$ cat src/rtl/iowd_pkg.sv
// Shared constants for the IO output watchdog: time width, command codes and register indexes.
package iowd_pkg;

  localparam int TIME_BITS = 32;
  localparam int NOW_BITS = 32;
  localparam int TIMEOUT_BITS = 16;
  localparam int CMD_BITS = 2;
  localparam int CFG_INDEX_BITS = 3;
  localparam int CFG_DATA_BITS = 16;
  localparam int IN_TDATA_BITS = 40;
  localparam int OUT_TDATA_BITS = 8;

  localparam logic [TIME_BITS-1:0] SAMPLE_INTERVAL_MS = TIME_BITS'(20);
  localparam logic [TIMEOUT_BITS-1:0] TIMEOUT_RESET = TIMEOUT_BITS'(1000);

  localparam logic [CMD_BITS-1:0] CMD_NONE = 2'd0;
  localparam logic [CMD_BITS-1:0] CMD_FEED = 2'd1;
  localparam logic [CMD_BITS-1:0] CMD_EXPIRE = 2'd2;

  localparam logic OP_TICK = 1'b0;
  localparam logic OP_COMMAND = 1'b1;

  localparam logic [CFG_INDEX_BITS-1:0] REG_ENABLE = 3'd0;
  localparam logic [CFG_INDEX_BITS-1:0] REG_TIMEOUT = 3'd1;
  localparam logic [CFG_INDEX_BITS-1:0] REG_MANAGE_FLEX = 3'd2;
  localparam logic [CFG_INDEX_BITS-1:0] REG_MANAGE_HIGH_CURRENT = 3'd3;
  localparam logic [CFG_INDEX_BITS-1:0] REG_MANAGE_COMM = 3'd4;

endpackage

$ cat src/rtl/io_output_watchdog_top.sv
// IO output watchdog top level: beat register, watchdog update logic and result register.
// Each accepted beat goes through the beat register and then the result register; the state
// update is one pass of compare and add logic, one beat per cycle unless the output stalls.
// Reset is synchronous and returns all watchdog state and the configuration to defaults.
// After reset the block accepts beats in the next cycle; no clearing pass is needed.
module io_output_watchdog_top (
  input  logic                                clk,
  input  logic                                rst,
  input  logic                                s_axis_tvalid,
  output logic                                s_axis_tready,
  // now_ms [31:0], command [33:32], gpio_is_output [34], zero fill [39:35]
  input  logic [iowd_pkg::IN_TDATA_BITS-1:0]  s_axis_tdata,
  // op [0]
  input  logic                                s_axis_tuser,
  output logic                                m_axis_tvalid,
  input  logic                                m_axis_tready,
  // expired [0], outputs_suspended [1], flex_suspended [2], high_current_off [3],
  // comm_off [4], gpio_out_flag [5], zero fill [7:6]
  output logic [iowd_pkg::OUT_TDATA_BITS-1:0] m_axis_tdata,
  input  logic                                cfg_valid,
  output logic                                cfg_ready,
  input  logic [iowd_pkg::CFG_INDEX_BITS-1:0] cfg_index,
  input  logic [iowd_pkg::CFG_DATA_BITS-1:0]  cfg_data
);

  logic                                watchdog_enable;
  logic [iowd_pkg::TIMEOUT_BITS-1:0]   timeout_ms;
  logic                                manage_flex;
  logic                                manage_high_current;
  logic                                manage_comm;

  logic                                in_valid;
  logic                                in_op;
  logic [iowd_pkg::NOW_BITS-1:0]       in_now;
  logic [iowd_pkg::CMD_BITS-1:0]       in_command;
  logic                                in_gpio;

  logic [iowd_pkg::TIME_BITS-1:0]      last_sample_time;
  logic [iowd_pkg::TIME_BITS-1:0]      fed_time;
  logic                                prev_enable;
  logic [iowd_pkg::CMD_BITS-1:0]       pending_command;
  logic                                expired_flag;
  logic                                suspend_all;
  logic                                suspend_flex;
  logic                                suspend_high_current;
  logic                                suspend_comm;
  logic                                sampled_gpio_out;

  logic [iowd_pkg::TIME_BITS-1:0]      last_sample_time_next;
  logic [iowd_pkg::TIME_BITS-1:0]      fed_time_next;
  logic [iowd_pkg::CMD_BITS-1:0]       pending_command_next;
  logic                                expired_flag_next;
  logic                                suspend_all_next;
  logic                                suspend_flex_next;
  logic                                suspend_high_current_next;
  logic                                suspend_comm_next;
  logic                                sampled_gpio_out_next;

  logic                                advance;
  logic [iowd_pkg::TIME_BITS-1:0]      now;
  logic [iowd_pkg::TIME_BITS-1:0]      timeout_ext;
  logic [iowd_pkg::TIME_BITS-1:0]      sample_diff;
  logic [iowd_pkg::TIME_BITS-1:0]      fed_diff;
  logic [iowd_pkg::TIME_BITS-1:0]      expire_diff;
  logic                                restart;
  logic                                reach_keep;
  logic                                reach_restart;
  logic                                reach_expire;
  logic                                reach;

  assign advance = in_valid && (!m_axis_tvalid || m_axis_tready);
  assign s_axis_tready = !in_valid || advance;
  assign cfg_ready = 1'b1;

  always_ff @(posedge clk) begin
    if (rst) begin
      watchdog_enable <= 1'b0;
      timeout_ms <= iowd_pkg::TIMEOUT_RESET;
      manage_flex <= 1'b1;
      manage_high_current <= 1'b1;
      manage_comm <= 1'b1;
    end else if (cfg_valid) begin
      case (cfg_index)
        iowd_pkg::REG_ENABLE: watchdog_enable <= cfg_data[0];
        iowd_pkg::REG_TIMEOUT: timeout_ms <= cfg_data[iowd_pkg::TIMEOUT_BITS-1:0];
        iowd_pkg::REG_MANAGE_FLEX: manage_flex <= cfg_data[0];
        iowd_pkg::REG_MANAGE_HIGH_CURRENT: manage_high_current <= cfg_data[0];
        iowd_pkg::REG_MANAGE_COMM: manage_comm <= cfg_data[0];
        default: ;
      endcase
    end
  end

  always_ff @(posedge clk) begin
    if (rst) begin
      in_valid <= 1'b0;
    end else if (s_axis_tready) begin
      in_valid <= s_axis_tvalid;
    end
  end

  always_ff @(posedge clk) begin
    if (s_axis_tvalid && s_axis_tready) begin
      in_op <= s_axis_tuser;
      in_now <= s_axis_tdata[iowd_pkg::NOW_BITS-1:0];
      in_command <= s_axis_tdata[iowd_pkg::NOW_BITS +: iowd_pkg::CMD_BITS];
      in_gpio <= s_axis_tdata[iowd_pkg::NOW_BITS + iowd_pkg::CMD_BITS];
    end
  end

  assign now = iowd_pkg::TIME_BITS'(in_now);
  assign timeout_ext = iowd_pkg::TIME_BITS'(timeout_ms);
  assign sample_diff = now - last_sample_time;
  assign fed_diff = now - fed_time;
  assign expire_diff = '0 - timeout_ext;
  assign restart = (pending_command == iowd_pkg::CMD_FEED) || !prev_enable;
  assign reach_keep = fed_diff >= timeout_ext;
  assign reach_restart = timeout_ms == '0;
  assign reach_expire = expire_diff >= timeout_ext;
  assign reach = restart ? reach_restart :
                 (pending_command == iowd_pkg::CMD_EXPIRE) ? reach_expire : reach_keep;

  always_comb begin
    last_sample_time_next = last_sample_time;
    fed_time_next = fed_time;
    pending_command_next = pending_command;
    expired_flag_next = expired_flag;
    suspend_all_next = suspend_all;
    suspend_flex_next = suspend_flex;
    suspend_high_current_next = suspend_high_current;
    suspend_comm_next = suspend_comm;
    sampled_gpio_out_next = sampled_gpio_out;
    if (in_op == iowd_pkg::OP_COMMAND) begin
      pending_command_next = in_command;
    end else begin
      if (now < last_sample_time) begin
        last_sample_time_next = now;
      end else if (sample_diff >= iowd_pkg::SAMPLE_INTERVAL_MS) begin
        last_sample_time_next = now;
        sampled_gpio_out_next = in_gpio;
      end
      if (watchdog_enable) begin
        if (!expired_flag) begin
          if (restart) begin
            fed_time_next = now;
            pending_command_next = iowd_pkg::CMD_NONE;
          end else if (pending_command == iowd_pkg::CMD_EXPIRE) begin
            fed_time_next = now + timeout_ext;
            pending_command_next = iowd_pkg::CMD_NONE;
          end
          if (reach) begin
            if (!suspend_all) begin
              if (manage_flex) begin
                suspend_flex_next = 1'b1;
              end
              if (in_gpio && manage_high_current) begin
                suspend_high_current_next = 1'b1;
              end
              if (manage_comm) begin
                suspend_comm_next = 1'b1;
              end
              suspend_all_next = 1'b1;
            end
            expired_flag_next = 1'b1;
          end
        end else if (restart) begin
          fed_time_next = now;
          pending_command_next = iowd_pkg::CMD_NONE;
          suspend_all_next = 1'b0;
          suspend_flex_next = 1'b0;
          suspend_high_current_next = 1'b0;
          suspend_comm_next = 1'b0;
          expired_flag_next = 1'b0;
        end
      end else if (expired_flag) begin
        suspend_all_next = 1'b0;
        suspend_flex_next = 1'b0;
        suspend_high_current_next = 1'b0;
        suspend_comm_next = 1'b0;
        expired_flag_next = 1'b0;
      end
    end
  end

  always_ff @(posedge clk) begin
    if (rst) begin
      last_sample_time <= '0;
      fed_time <= '0;
      prev_enable <= 1'b0;
      pending_command <= iowd_pkg::CMD_NONE;
      expired_flag <= 1'b0;
      suspend_all <= 1'b0;
      suspend_flex <= 1'b0;
      suspend_high_current <= 1'b0;
      suspend_comm <= 1'b0;
      sampled_gpio_out <= 1'b0;
    end else if (advance) begin
      last_sample_time <= last_sample_time_next;
      fed_time <= fed_time_next;
      pending_command <= pending_command_next;
      expired_flag <= expired_flag_next;
      suspend_all <= suspend_all_next;
      suspend_flex <= suspend_flex_next;
      suspend_high_current <= suspend_high_current_next;
      suspend_comm <= suspend_comm_next;
      sampled_gpio_out <= sampled_gpio_out_next;
      if (in_op == iowd_pkg::OP_TICK) begin
        prev_enable <= watchdog_enable;
      end
    end
  end

  always_ff @(posedge clk) begin
    if (rst) begin
      m_axis_tvalid <= 1'b0;
    end else if (advance) begin
      m_axis_tvalid <= 1'b1;
    end else if (m_axis_tready) begin
      m_axis_tvalid <= 1'b0;
    end
  end

  always_ff @(posedge clk) begin
    if (advance) begin
      m_axis_tdata <= {2'b00, sampled_gpio_out_next, suspend_comm_next,
                       suspend_high_current_next, suspend_flex_next,
                       suspend_all_next, expired_flag_next};
    end
  end

  assert property (@(posedge clk) disable iff (rst) suspend_all == expired_flag)
    else $error("Suspend state and expired state disagree.");

  assert property (@(posedge clk) disable iff (rst)
    (suspend_flex || suspend_high_current || suspend_comm) |-> suspend_all)
    else $error("An output group is suspended without the watchdog holding outputs.");

  assert property (@(posedge clk) disable iff (rst)
    (in_valid && m_axis_tvalid && !m_axis_tready) |=> (in_valid && $stable(fed_time)))
    else $error("A stalled input beat was dropped or changed the watchdog state.");

endmodule

$ cat config.mk
export PLATFORM = sky130hd
export DESIGN_NAME = io_output_watchdog_top
export DESIGN_NICKNAME = d
export VERILOG_FILES = /design/src/rtl/iowd_pkg.sv /design/src/rtl/io_output_watchdog_top.sv
export SDC_FILE = /design/constraint.sdc
export NUM_CORES = 1
export LEC_CHECK = 0
export BUFFER_PORTS_ARGS = -buffer_cell sky130_fd_sc_hd__buf_2
export CORE_MARGIN = 2
export CORE_UTILIZATION = 45
export CTS_CLUSTER_SIZE = 28
export DETAILED_ROUTE_END_ITERATION = 8
export PLACE_DENSITY_LB_ADDON = 0.25
export SLEW_MARGIN = 0
export SYNTH_ARGS = -nofsm -noshare
export SYNTH_HDL_FRONTEND = slang
export SYNTH_SLANG_ARGS = --single-unit
$ cat constraint.sdc
create_clock -name clk -period 4.95 [get_ports clk]
set_input_delay 0.7425 -clock clk [delete_from_list [all_inputs] [get_ports clk]]
set_output_delay 0.7425 -clock clk [all_outputs]
set_load 0.05 [all_outputs]
; Word-level counts from Yosys, hierarchy flattened
; Index checks and enable logic that the tools add are counted.
[totals]
reg_bits = 137
inputBits = 65
wordCells = 118
[classes]
n_addsub = 4
order_cmp = 4
eq_ne = 8
muxes = 54
bitwise = 1
reduce_logical = 25
[op_table]
columns = operator, n
row1 = 32-bit two-way mux, 6
row2 = 32-bit by 16-bit >= comparator with 1-bit output, 2
row3 = 32-bit subtractor, 2
row4 = 1-bit two-way mux, 42
row5 = 32-bit by 16-bit adder with 32-bit output, 1
row6 = 32-bit by 5-bit >= comparator with 1-bit output (second input constant), 1
row7 = 32-bit < comparator, 1
row8 = 1-bit by 16-bit subtractor with 17-bit output (first input constant), 1
row9 = 16-bit zero test, 1
row10 = 2-bit two-way mux, 6
row11 = 2-bit AND reduction, 6
row12 = 2-bit nonzero test, 4
row13 = 3-bit by 2-bit equality test with 1-bit output (second input constant), 2
row14 = 5-bit AND reduction, 1
row15 = 4-bit AND reduction, 1
row16 = 3-bit by 1-bit equality test with 1-bit output (second input constant), 1
row17 = 3-bit equality test (second input constant), 1
row18 = 1-bit logical AND, 3
row19 = 1-bit zero test, 3
row20 = 3-bit zero test, 1
row21 = 1-bit logical OR, 3
row22 = 3-bit by 2-bit inequality test with 1-bit output (second input constant), 1
row23 = 3-bit AND reduction, 1
row24 = 3-bit nonzero test, 1
row25 = other kinds (4), 4

; Depth between registers and ports, before layout
; Gate-level depths: netlist of the first run.
[depth]
ltp_word = 8
depth_mapped = 21
depth_no_buf = 21

; Least setup slack after synthesis of the first run
; No wires, ideal clock.
[synth_timing]
path_kind = flip-flop to flip-flop
start = register in_now[1] in the netlist's numbering
end = register m_axis_tdata[2] in the netlist's numbering (data pin)
setup_time_ns = 0.266
arrival_time_ns = 4.089
t_required_ns = 4.684
path_slack_ns = 0.595
stages_incl_launch_ff = 20
n_path_buf = 0
cell_sequence = edfxtp_1 ha_1 nor2b_1 o31a_1 o41a_1 o21ai_0 nand2_1 xor2_1 ha_1 a21o_1 a21o_1 a21o_1 a21oi_1 o21ai_0 nor4_1 nand4_1 a2111oi_0 nand4_1 a21oi_2 o21ai_0
[synth_between]
elab_chain_len = 8
[synth_rtl]
columns = element, line
row1 = from (decl), io_output_watchdog_top.sv:34  ; logic [iowd_pkg::NOW_BITS-1:0] in_now;
row2 = from (signal assigned), io_output_watchdog_top.sv:105  ; in_now <= s_axis_tdata[iowd_pkg::NOW_BITS-1:0];
row3 = 32-bit subtractor, io_output_watchdog_top.sv:114  ; assign fed_diff = now - fed_time;
row4 = 32-bit by 16-bit >= comparator with 1-bit output, io_output_watchdog_top.sv:117  ; assign reach_keep = fed_diff >= timeout_ext;
row5 = 1-bit two-way mux, io_output_watchdog_top.sv:121  ; (pending_command == iowd_pkg::CMD_EXPIRE) ? reach_expire : reach_keep;
row6 = 1-bit two-way mux, io_output_watchdog_top.sv:120  ; assign reach = restart ? reach_restart :
row7 = 1-bit two-way mux, io_output_watchdog_top.sv:151  ; if (reach) begin
row8 = 1-bit two-way mux, io_output_watchdog_top.sv:143  ; if (!expired_flag) begin
row9 = 1-bit two-way mux, io_output_watchdog_top.sv:142  ; if (watchdog_enable) begin
row10 = 1-bit two-way mux, io_output_watchdog_top.sv:133  ; if (in_op == iowd_pkg::OP_COMMAND) begin
row11 = via suspend_flex_next, io_output_watchdog_top.sv:54  ; logic suspend_flex_next;
row12 = to (signal assigned), io_output_watchdog_top.sv:225  ; m_axis_tdata <= {2'b00, sampled_gpio_out_next, suspend_comm_next,
row13 = to (decl), io_output_watchdog_top.sv:19  ; output logic [iowd_pkg::OUT_TDATA_BITS-1:0] m_axis_tdata,
; The timed path passes the listed nets, and every way through them passes these cells.
; A chain may end at the register's enable or synchronous reset.

; Worst setup path in the final report of the first run
[layout_timing]
start = register in_now[1] in the netlist's numbering
end = register m_axis_tdata[4] in the netlist's numbering (data pin)
[layout_between]
elab_chain_len = 8
[layout_rtl]
columns = element, line
row1 = 32-bit subtractor, io_output_watchdog_top.sv:114
row2 = 32-bit by 16-bit >= comparator with 1-bit output, io_output_watchdog_top.sv:117
row3 = 1-bit two-way mux, io_output_watchdog_top.sv:121
row4 = 1-bit two-way mux, io_output_watchdog_top.sv:120
row5 = 1-bit two-way mux, io_output_watchdog_top.sv:151
row6 = 1-bit two-way mux, io_output_watchdog_top.sv:143
row7 = 1-bit two-way mux, io_output_watchdog_top.sv:142
row8 = 1-bit two-way mux, io_output_watchdog_top.sv:133
row9 = via suspend_comm_next, io_output_watchdog_top.sv:56  ; logic suspend_comm_next;
; The timed path passes the listed nets, and every way through them passes these cells.

==> results of run 1 <==
## cells in the mapped netlist (all sizes together) (13+ instances only)
cell type,n
a211oi,27
a21o,36
a21oi,112
and2,13
buf,13
clkbuf,44
dfxtp,95
edfxtp,42
ha,104
inv,120
mux2i,45
nand2,137
nand2b,87
nand3,31
nand4,23
nor2,113
nor3,23
o21ai,84
xnor2,31
xor2,26
## worst register-to-register path, stage by stage (launching register included)
cell and delay [ns]:
edfxtp_1 0.40, ha_1 0.30, nor2b_1 0.14, o31a_1 0.37, buf_4 0.18, o41ai_4 0.21, buf_4 0.17, a21oi_1 0.09
nor2b_2 0.16, xnor2_1 0.08, ha_1 0.21, a221oi_2 0.20, o211ai_1 0.11, or4_1 0.54, nor4_2 0.26, nand4_1 0.16
a2111oi_2 0.23, nand4_1 0.18, buf_6 0.17, a21oi_4 0.20, o21ai_0 0.13
## kinds of logic after synthesis
| kind of cell | after synthesis |
|---|---|
| other cells | 2 |
| mux | 48 |
| compound gates | 380 |
| xor+xnor | 57 |
| buf+inv | 177 |
| fa+ha+maj | 107 |
| simple gates | 492 |
| flops | 137 |
## layout make-up
type                    count  area, um^2  share of cell area
multi-input cells        1087        7361              0.5812
flip-flops and latches    137        3163              0.2498
repair buffers            118       724.4             0.05720
inverters                 120       450.4             0.03557
clock buffers              19       442.9             0.03497
well taps                 324       405.4             0.03201
clock inverters            13       117.6            0.009287
## path summary, 6_finish.rpt
| path | from | endpoint | slack [ns] | cells after the start |
|---|---|---|---|---|
| min reg2reg | suspend_flex | suspend_flex | 0.46 | 2 |
| max | in_now[1] | m_axis_tdata[4] | 0.19 | 20 |
| min | suspend_flex | suspend_flex | 0.46 | 2 |
| max reg2reg | in_now[1] | m_axis_tdata[4] | 0.19 | 20 |
## per-stage QoR
step,setup TNS (ns),power (mW)
2_1_floorplan,0,1.767
3_3_place_gp,0,1.969
3_5_place_dp,0,1.976
4_1_cts,0,3.216
5_1_grt,-0.1545,3.367
6_report,0,3.212
## state kept, by name, indices dropped and copies added (netlist names), 2 cells and up
name              count
last_sample_time     32
timeout_ms           16
pending_command       2
in_command            2
in_now               32
fed_time             32
m_axis_tdata          6
## per-layer routing
metal,GRT usage,vias up,share of wire
met2,0.3634,272,0.43
met4,0.08085,0,0.027
met3,0.04597,47,0.062
met1,0.3520,4872,0.49
met5,0,-,0
li1,-,5168,-
## power breakdown
group,switching (mW),total (mW),internal [mW]
combinational,0.440,0.741,0.301
sequential,0.0375,1.23,1.20
clock,0.529,1.24,0.708
total,1.01,3.21,2.21
## timing repair
action                     4_1_cts  5_1_grt
pin swaps                        0        2
resized for setup                1       10
setup endpoints to repair        5       10
setup buffers                    0        3
==> summary.txt, run 1 <==
Outcome: complete, no violations
Hpwl dp: 24,690 um
PortBufs: 67
Clock Latency Late Sink: 0.43 ns
Routability cong.: 0.9657
Yosys cell types: 74
Adder-cell share of the synthesized area: 0.1218
Post-Route WL: 31,570 um
Syn. warnings: 0
Max clock buf depth: 2
Layout cells sized above 1: 0.1185
Pleak: 4.943 nW
Largest family of logic cells by synthesized area: compound AO/OA/AOI/OAI gates
Pins Over Slew Limit: 0
Post-Synth Simple-Gate Area: 0.2188
Worst Path Class, Setup: register to register
Final worst hold slack: 0.4621 ns
Proportion of netlist area held by the largest area contributor: 0.1701
Final ANT Viol Nets: 0
Die W: 161.6 um
Clock root cell: clkbuf_16
Avg WL per Cell: 17.37 um
Setup WS pre-CTS: 0.03776 ns
Crit path largest cell delay: 0.54 ns
Via density: 5.698
Post-Layout Inst Area: 12,660 um^2
Synth Area in XOR/XNOR: 0.04466
Fmax: 210.3 MHz
CTS Sinks: 137
DP Area: 12,030 um^2
Worst setup EP type: register
Post-synthesis sequential area ratio: 0.2830
Via count: 10.36k
Core area: 24,320 um^2
Worst setup margin: 0.1942 ns
Initial Utilization: 0.4596
Worst-Margin Slew: 0.9562 ns
WP data required: 5.12 ns
Fin crit share: 0.9608
Grt total ovfl: 0
HP Class: register to register
CTS tree: yes
Slowest cell on crit path: or4_1
Max-cap violation count: 0
CP arrival: 4.92 ns
Endpoints failing hold: 0
Slew margin rel.: 0.3626
Synth async-reset ratio: 0
Row count: 57
I/O pin cnt: 76
PD cells: 253.6 nW/um^2
Ant diodes: 0
CTS clk-pin slew, worst paths: 0.07 ns
Synth Area in Compound Gates: 0.2241
Area growth, synth to finish: 13.30%
First-pass GRT wire length: 50,490 um
Max FO, Critical Path: 5
CP delay by family, top: compound AO/OA/AOI/OAI gates
Number of buffers created by CTS: 17
Top cells by area, synth: dfxtp_1 17%, ha_1 12%, edfxtp_1 11%, a21oi_1 4.9%, nand2b_1 4.9%
Fillers: 2,351
Final setup fails: 0
Nets: 1,653
DR DRC count: 0
Buf/Inv on CP: 3
Commonest non-fill, non-tap cells in the layout: 137 x nand2_1, 120 x inv_1, 113 x nor2_1, 109 x a21oi_1, 104 x ha_1
Critical Path Start Type: register
Total GRT Usage: 0.2432
Synth Flop Type: dfxtp_1
H-tree depth: 4
Die area: 26,120 um^2
Cell Area, Synth: 11,180 um^2
Post-synth EDFFs: 42
Cells after DPL: 1,783
Multiplexer share of the synthesized area: 0.04332
Initial antenna violation count: 0
Post-synth top area cell: dfxtp_1
Max Clock Skew: 0.01340 ns
Vias in the first global route: 9,582
Crit-path cells: ha_1 > nor2b_1 > o31a_1 > buf_4 > o41ai_4 > buf_4 > a21oi_1 > nor2b_2 > xnor2_1 > ha_1 > a221oi_2 > o211ai_1 > or4_1 > nor4_2 > nand4_1 > a2111oi_2 > nand4_1 > buf_6 > a21oi_4 > o21ai_0
Synthesis-stage register bit count: 137
Drt pass-1 iters: 5
RSZ-0062 raised after global routing: true
Most common cell after layout, fill and taps aside: nand2_1
Final min period: 4.756 ns
Fin util: 0.5208
Die Span Y: 161.6 um
Mean area per synthesized cell: 7.984 um^2
Finished Layout Cells: 1,818
Post-Syn Instances: 1,400
Largest net degree at the start of global routing: 72
VDD IR-drop max: 0.0002125 V
First DRT Iteration DRCs: 739
Hold buffers post-CTS: 0
Note: power is estimated with default switching activity, not from simulation.
==> run 2: changes to the inputs <==
- CORE_UTILIZATION: 45 -> 30
==> run 2 against run 1 <==
Utilization down 17 points. Die area up 49%. Critical path depth unchanged. Maximum frequency up 1.4%. Clock skew down 0.0026 ns. Global-route usage down 7.2 points.
==> summary.txt, run 2 (synthesis results as in run 1) <==
Via density: 5.190
Initial Utilization: 0.3053
Final ANT Viol Nets: 0
First-pass GRT wire length: 52,490 um
Pleak: 4.929 nW
Final min period: 4.688 ns
Worst reg2reg setup slack: 0.26 ns
Max Clock Skew: 0.01080 ns
First DRT Iteration DRCs: 782
H-tree depth: 4
Routability cong.: 0.9028
Outcome: complete, no violations
I/O pin cnt: 76
Drt pass-1 iters: 6
Avg WL per Cell: 17.03 um
Max clock buf depth: 2
Die area: 38,820 um^2
Final worst hold slack: 0.4737 ns
CTS tree: yes
Worst setup margin: 0.2621 ns
Worst setup EP type: register
Die Span Y: 197.0 um
Total GRT Usage: 0.1716
Ant diodes: 0
Beginning of the worst hold path: suspend_flex
Setup total negative slack: 0 ns
Core area: 36,610 um^2
Number of buffers created by CTS: 17
Hold buffers post-CTS: 0
Commonest non-fill, non-tap cells in the layout: 137 x nand2_1, 120 x inv_1, 113 x nor2_1, 108 x a21oi_1, 104 x ha_1
Worst-Margin Slew: 1.153 ns
Row count: 70
Largest net degree at the start of global routing: 97
PD cells: 257.4 nW/um^2
Vias in the first global route: 9,762
Clock Latency Late Sink: 0.44 ns
Slew margin rel.: 0.2314
Reg2reg start: in_now[1]
Area growth, synth to finish: 14.82%
Largest regs: fed_time x32, in_now x32, last_sample_time x32
Max FO, Critical Path: 5
Layout cells sized above 1: 0.1132
Post-Route WL: 33,230 um
Slowest cell on crit path: edfxtp_1
Fmax: 213.3 MHz
Hpwl dp: 26,260 um
Most common cell after layout, fill and taps aside: nand2_1
Pins Over Slew Limit: 0
VDD IR-drop max: 0.0001486 V
Endpoints failing hold: 0
Critical Path Start Type: register
CTS Sinks: 137
Nets: 1,643
Fillers: 3,862
Crit-path cells: ha_1 > nor2b_1 > o31a_1 > o41a_1 > o21ai_0 > nand2_1 > xor2_1 > ha_1 > a21o_1 > a21o_1 > a21o_1 > a21oi_1 > o21ai_0 > nor4_1 > nand4_1 > a2111oi_2 > nand4_1 > buf_4 > a21oi_4 > o21ai_0
CTS clk-pin slew, worst paths: 0.06 ns
Final Power: 3.304 mW
RSZ-0062 raised after global routing: false
Worst reg-to-reg path cell count: 20
Setup WS pre-CTS: 0.02363 ns
PortBufs: 67
DR DRC count: 0
Fin util: 0.3506
HP Class: register to register
Hold Path End: suspend_flex
WP data required: 5.12 ns
Worst Path Class, Setup: register to register
Buf/Inv on CP: 1
Initial antenna violation count: 0
Worst Hold Depth: 2
Die W: 197.0 um
Via count: 10.13k
Final setup fails: 0
CP delay by family, top: compound AO/OA/AOI/OAI gates
Clock root cell: clkbuf_16
Fin crit share: 0.9470
Max-cap violation count: 0
Worst r2r dst: m_axis_tdata[2]
Crit path largest cell delay: 0.41 ns
CP arrival: 4.86 ns
Grt total ovfl: 0
run 2: final cells by class:
cell class / instances / area (um^2) / area share
Timing Repair Buffer: 108 / 658.1 / 0.05128
Inverter: 120 / 450.4 / 0.03509
Clock inverter: 9 / 70.07 / 0.005459
Multi-Input combinational cell: 1087 / 7355 / 0.5730
Tap cell: 468 / 585.6 / 0.04562
Clock buffer: 23 / 553.0 / 0.04309
Sequential cell: 137 / 3163 / 0.2464
run 2: worst max-delay path by stage:
stage | startpoint | endpoint | cells past startpoint
final | in_now[1] | m_axis_tdata[2] | 20
after floorplan | in_now[1] | m_axis_tdata[2] | 19
after CTS | in_now[1] | m_axis_tdata[2] | 20
after global placement | in_now[1] | m_axis_tdata[3] | 20
after global routing | in_now[1] | m_axis_tdata[2] | 20
after detailed placement | in_now[1] | m_axis_tdata[2] | 20
run 2: routing by layer:
| metal | GRT usage | routed length, um | vias up |
|---|---|---|---|
| met5 | 0 | 0 | - |
| met4 | 0.05820 | 724 | 0 |
| met3 | 0.02220 | 1033 | 37 |
| met2 | 0.2740 | 14880 | 185 |
| met1 | 0.2388 | 16590 | 4765 |
| li1 | - | - | 5143 |
run 2: power by group:
part           internal (mW)  switching, mW
sequential              1.20         0.0390
clock                  0.794          0.537
combinational          0.296          0.442
total                   2.29           1.02
run 2: timing repair:
| action | in CTS | in global routing |
|---|---|---|
| buffers inserted | 0 | 0 |
| gates cloned | 0 | 0 |
| setup endpoints to repair | 5 | 10 |
| endpoints found under the hold margin | 0 | 0 |
| resized for setup | 1 | 8 |
run 2: per-stage QoR:
stage	instances	area (um^2)
after global routing	1952	12830
after CTS	1952	12800
after detailed placement	1920	12170
after floorplan	1401	11180
after global placement	1920	12170
final	1952	12830
run 2: worst min-delay path, delay by kind of cell (launching register included):
kind | cells | cell delay (ns)
compound gates | 1 | 0.07
simple gates | 1 | 0.05
flops | 1 | 0.32
==> run 3: changes to the inputs <==
==> constraint.sdc (replaced) <==
create_clock -name clk -period 4.95 [get_ports clk]
set_input_delay 0.495 -clock clk [delete_from_list [all_inputs] [get_ports clk]]
set_output_delay 0.495 -clock clk [all_outputs]
set_load 0.05 [all_outputs]
==> run 3 against run 2 <==
Hold slack lost 0.25 ns. Wire length grew 0.44%. Combinational power grew 0.7%. Sequential power is essentially flat. Register-to-register slack gained 0.06 ns. Highest routed layer unchanged.
==> summary.txt, run 3 (synthesis results as in run 1) <==
Largest regs: fed_time x32, in_now x32, last_sample_time x32
Pins Over Slew Limit: 0
Area growth, synth to finish: 15.19%
PD cells: 252.3 nW/um^2
Total GRT Usage: 0.1734
Combinational power share: 0.228
Hpwl dp: 26,610 um
Final worst hold slack: 0.2287 ns
Outcome: complete, no violations
Worst setup margin: 0.3213 ns
Ant diodes: 0
Core area: 36,610 um^2
Most common cell after layout, fill and taps aside: nand2_1
Slowest cell on crit path: edfxtp_1
Vias in the first global route: 9,916
Worst r2r dst: m_axis_tdata[4]
CTS tree: yes
First-pass GRT wire length: 52,610 um
I/O pin cnt: 76
VDD IR-drop max: 0.0001876 V
Max-cap violation count: 0
Max Clock Skew: 0.008274 ns
Via count: 10.21k
Die Span Y: 197.0 um
CTS Sinks: 137
Row count: 70
Layout cells sized above 1: 0.1191
Worst setup EP type: register
Worst reg2reg setup slack: 0.32 ns
Crit path largest cell delay: 0.39 ns
Worst reg-to-reg path cell count: 20
Drt pass-1 iters: 5
Number of buffers created by CTS: 17
Worst Setup EP: m_axis_tdata[4]
CTS clk-pin slew, worst paths: 0.06 ns
Fin crit share: 0.9351
Die W: 197.0 um
Sw Share: 0.3153
Via density: 5.203
Slew margin rel.: 0.3405
HP Class: input pin to register
Crit-path cells: ha_1 > nor2b_1 > o31a_1 > o41a_1 > o21ai_1 > nand2_1 > xor2_1 > ha_1 > a21o_1 > a21o_1 > a21o_1 > a21oi_1 > o21ai_0 > nor4_2 > nand4_1 > a2111oi_2 > nand4_1 > buf_4 > a21oi_4 > o21ai_0
P_int: 2.225 mW
H-tree depth: 4
Max clock buf depth: 2
Clock Latency Late Sink: 0.44 ns
Reg2reg start: in_now[1]
DP Area: 12,240 um^2
DR DRC count: 0
Cell mode on critical path: a21o_1
Setup WS pre-CTS: 0.06287 ns
Commonest non-fill, non-tap cells in the layout: 137 x nand2_1, 120 x inv_1, 113 x nor2_1, 108 x a21oi_1, 104 x ha_1
Grt total ovfl: 0
CP arrival: 4.80 ns
Clock power share: 0.391
Largest net degree at the start of global routing: 107
Final ANT Viol Nets: 0
Critical Path Start: in_now[1]
First DRT Iteration DRCs: 693
Final setup fails: 0
Avg WL per Cell: 17.01 um
Worst-Margin Slew: 0.9892 ns
Sequential Power Share: 0.380
PortBufs: 67
Worst Path Class, Setup: register to register
NetSw: 1.024 mW
Post-Route WL: 33,380 um
Routability cong.: 0.9019
Final Power: 3.249 mW
Post-Layout Inst Area: 12,880 um^2
Initial antenna violation count: 0
Fin util: 0.3517
Die area: 38,820 um^2
WP data required: 5.13 ns
Final min period: 4.629 ns
Critical Path Start Type: register
Nets: 1,653
Max FO, Critical Path: 5
Clock root cell: clkbuf_16
Fmax: 216.0 MHz
Endpoints failing hold: 0
Initial Utilization: 0.3053
Pleak: 4.960 nW
## run 3: how the worst min path moves through the flow
stage,cells after the start,slack (ns),start,to
3_3_place_gp,2,0.44,suspend_high_current,suspend_high_current
6_report,1,0.23,s_axis_tdata[29],in_now[29]
5_1_grt,1,0.22,s_axis_tdata[28],in_now[28]
3_5_place_dp,2,0.45,suspend_comm,suspend_comm
4_1_cts,1,0.21,s_axis_tdata[15],in_now[15]
2_1_floorplan,2,0.42,suspend_comm,suspend_comm
## run 3: final cells by class
type                    instances  area [um^2]
clock buffers                  21        493.0
repair buffers                118        733.2
well taps                     468        585.6
fillers                      3852        23730
inverters                     120        450.4
clock inverters                11        101.3
multi-input cells            1087         7350
flip-flops and latches        137         3163
## run 3: per-stage QoR
stage,TNS (ns),cells
detailed placement,0,1930
CTS,0,1962
global route,-0.02247,1962
global placement,0,1930
finish,0,1962
floorplan,0,1401
## run 3: routing by layer
metal | vias up | part of all wire | track usage
met5 | - | 0 | 0
met4 | 0 | 0.020 | 0.05291
met3 | 42 | 0.034 | 0.02220
met2 | 198 | 0.45 | 0.2824
met1 | 4810 | 0.49 | 0.2390
li1 | 5159 | - | -
## run 3: power groups by stage
| stage | registers (mW) | logic, mW | clock network [mW] |
|---|---|---|---|
| finish | 1.24 | 0.742 | 1.27 |
| global route | 1.24 | 0.825 | 1.34 |
| CTS | 1.23 | 0.736 | 1.31 |
| detailed placement | 1.26 | 0.732 | 0 |
| global placement | 1.26 | 0.728 | 0 |
| floorplan | 1.26 | 0.511 | 0 |
## run 3: repair_timing
action,4_1_cts,5_1_grt
setup buffers,0,0
hold buffers,0,0
endpoints found under the setup margin,0,9
resized for setup,0,10
## run 3: critical path: cells and delay by family, from the launching register on
kind | cells | cell delay (ns)
xor gates and xnor gates | 1 | 0.14
buffers and inverters | 1 | 0.18
DFF | 1 | 0.39
AOI/OAI and AO/OA | 11 | 2.25
and+or+nand+nor | 5 | 0.78
adders and majority gates | 2 | 0.59
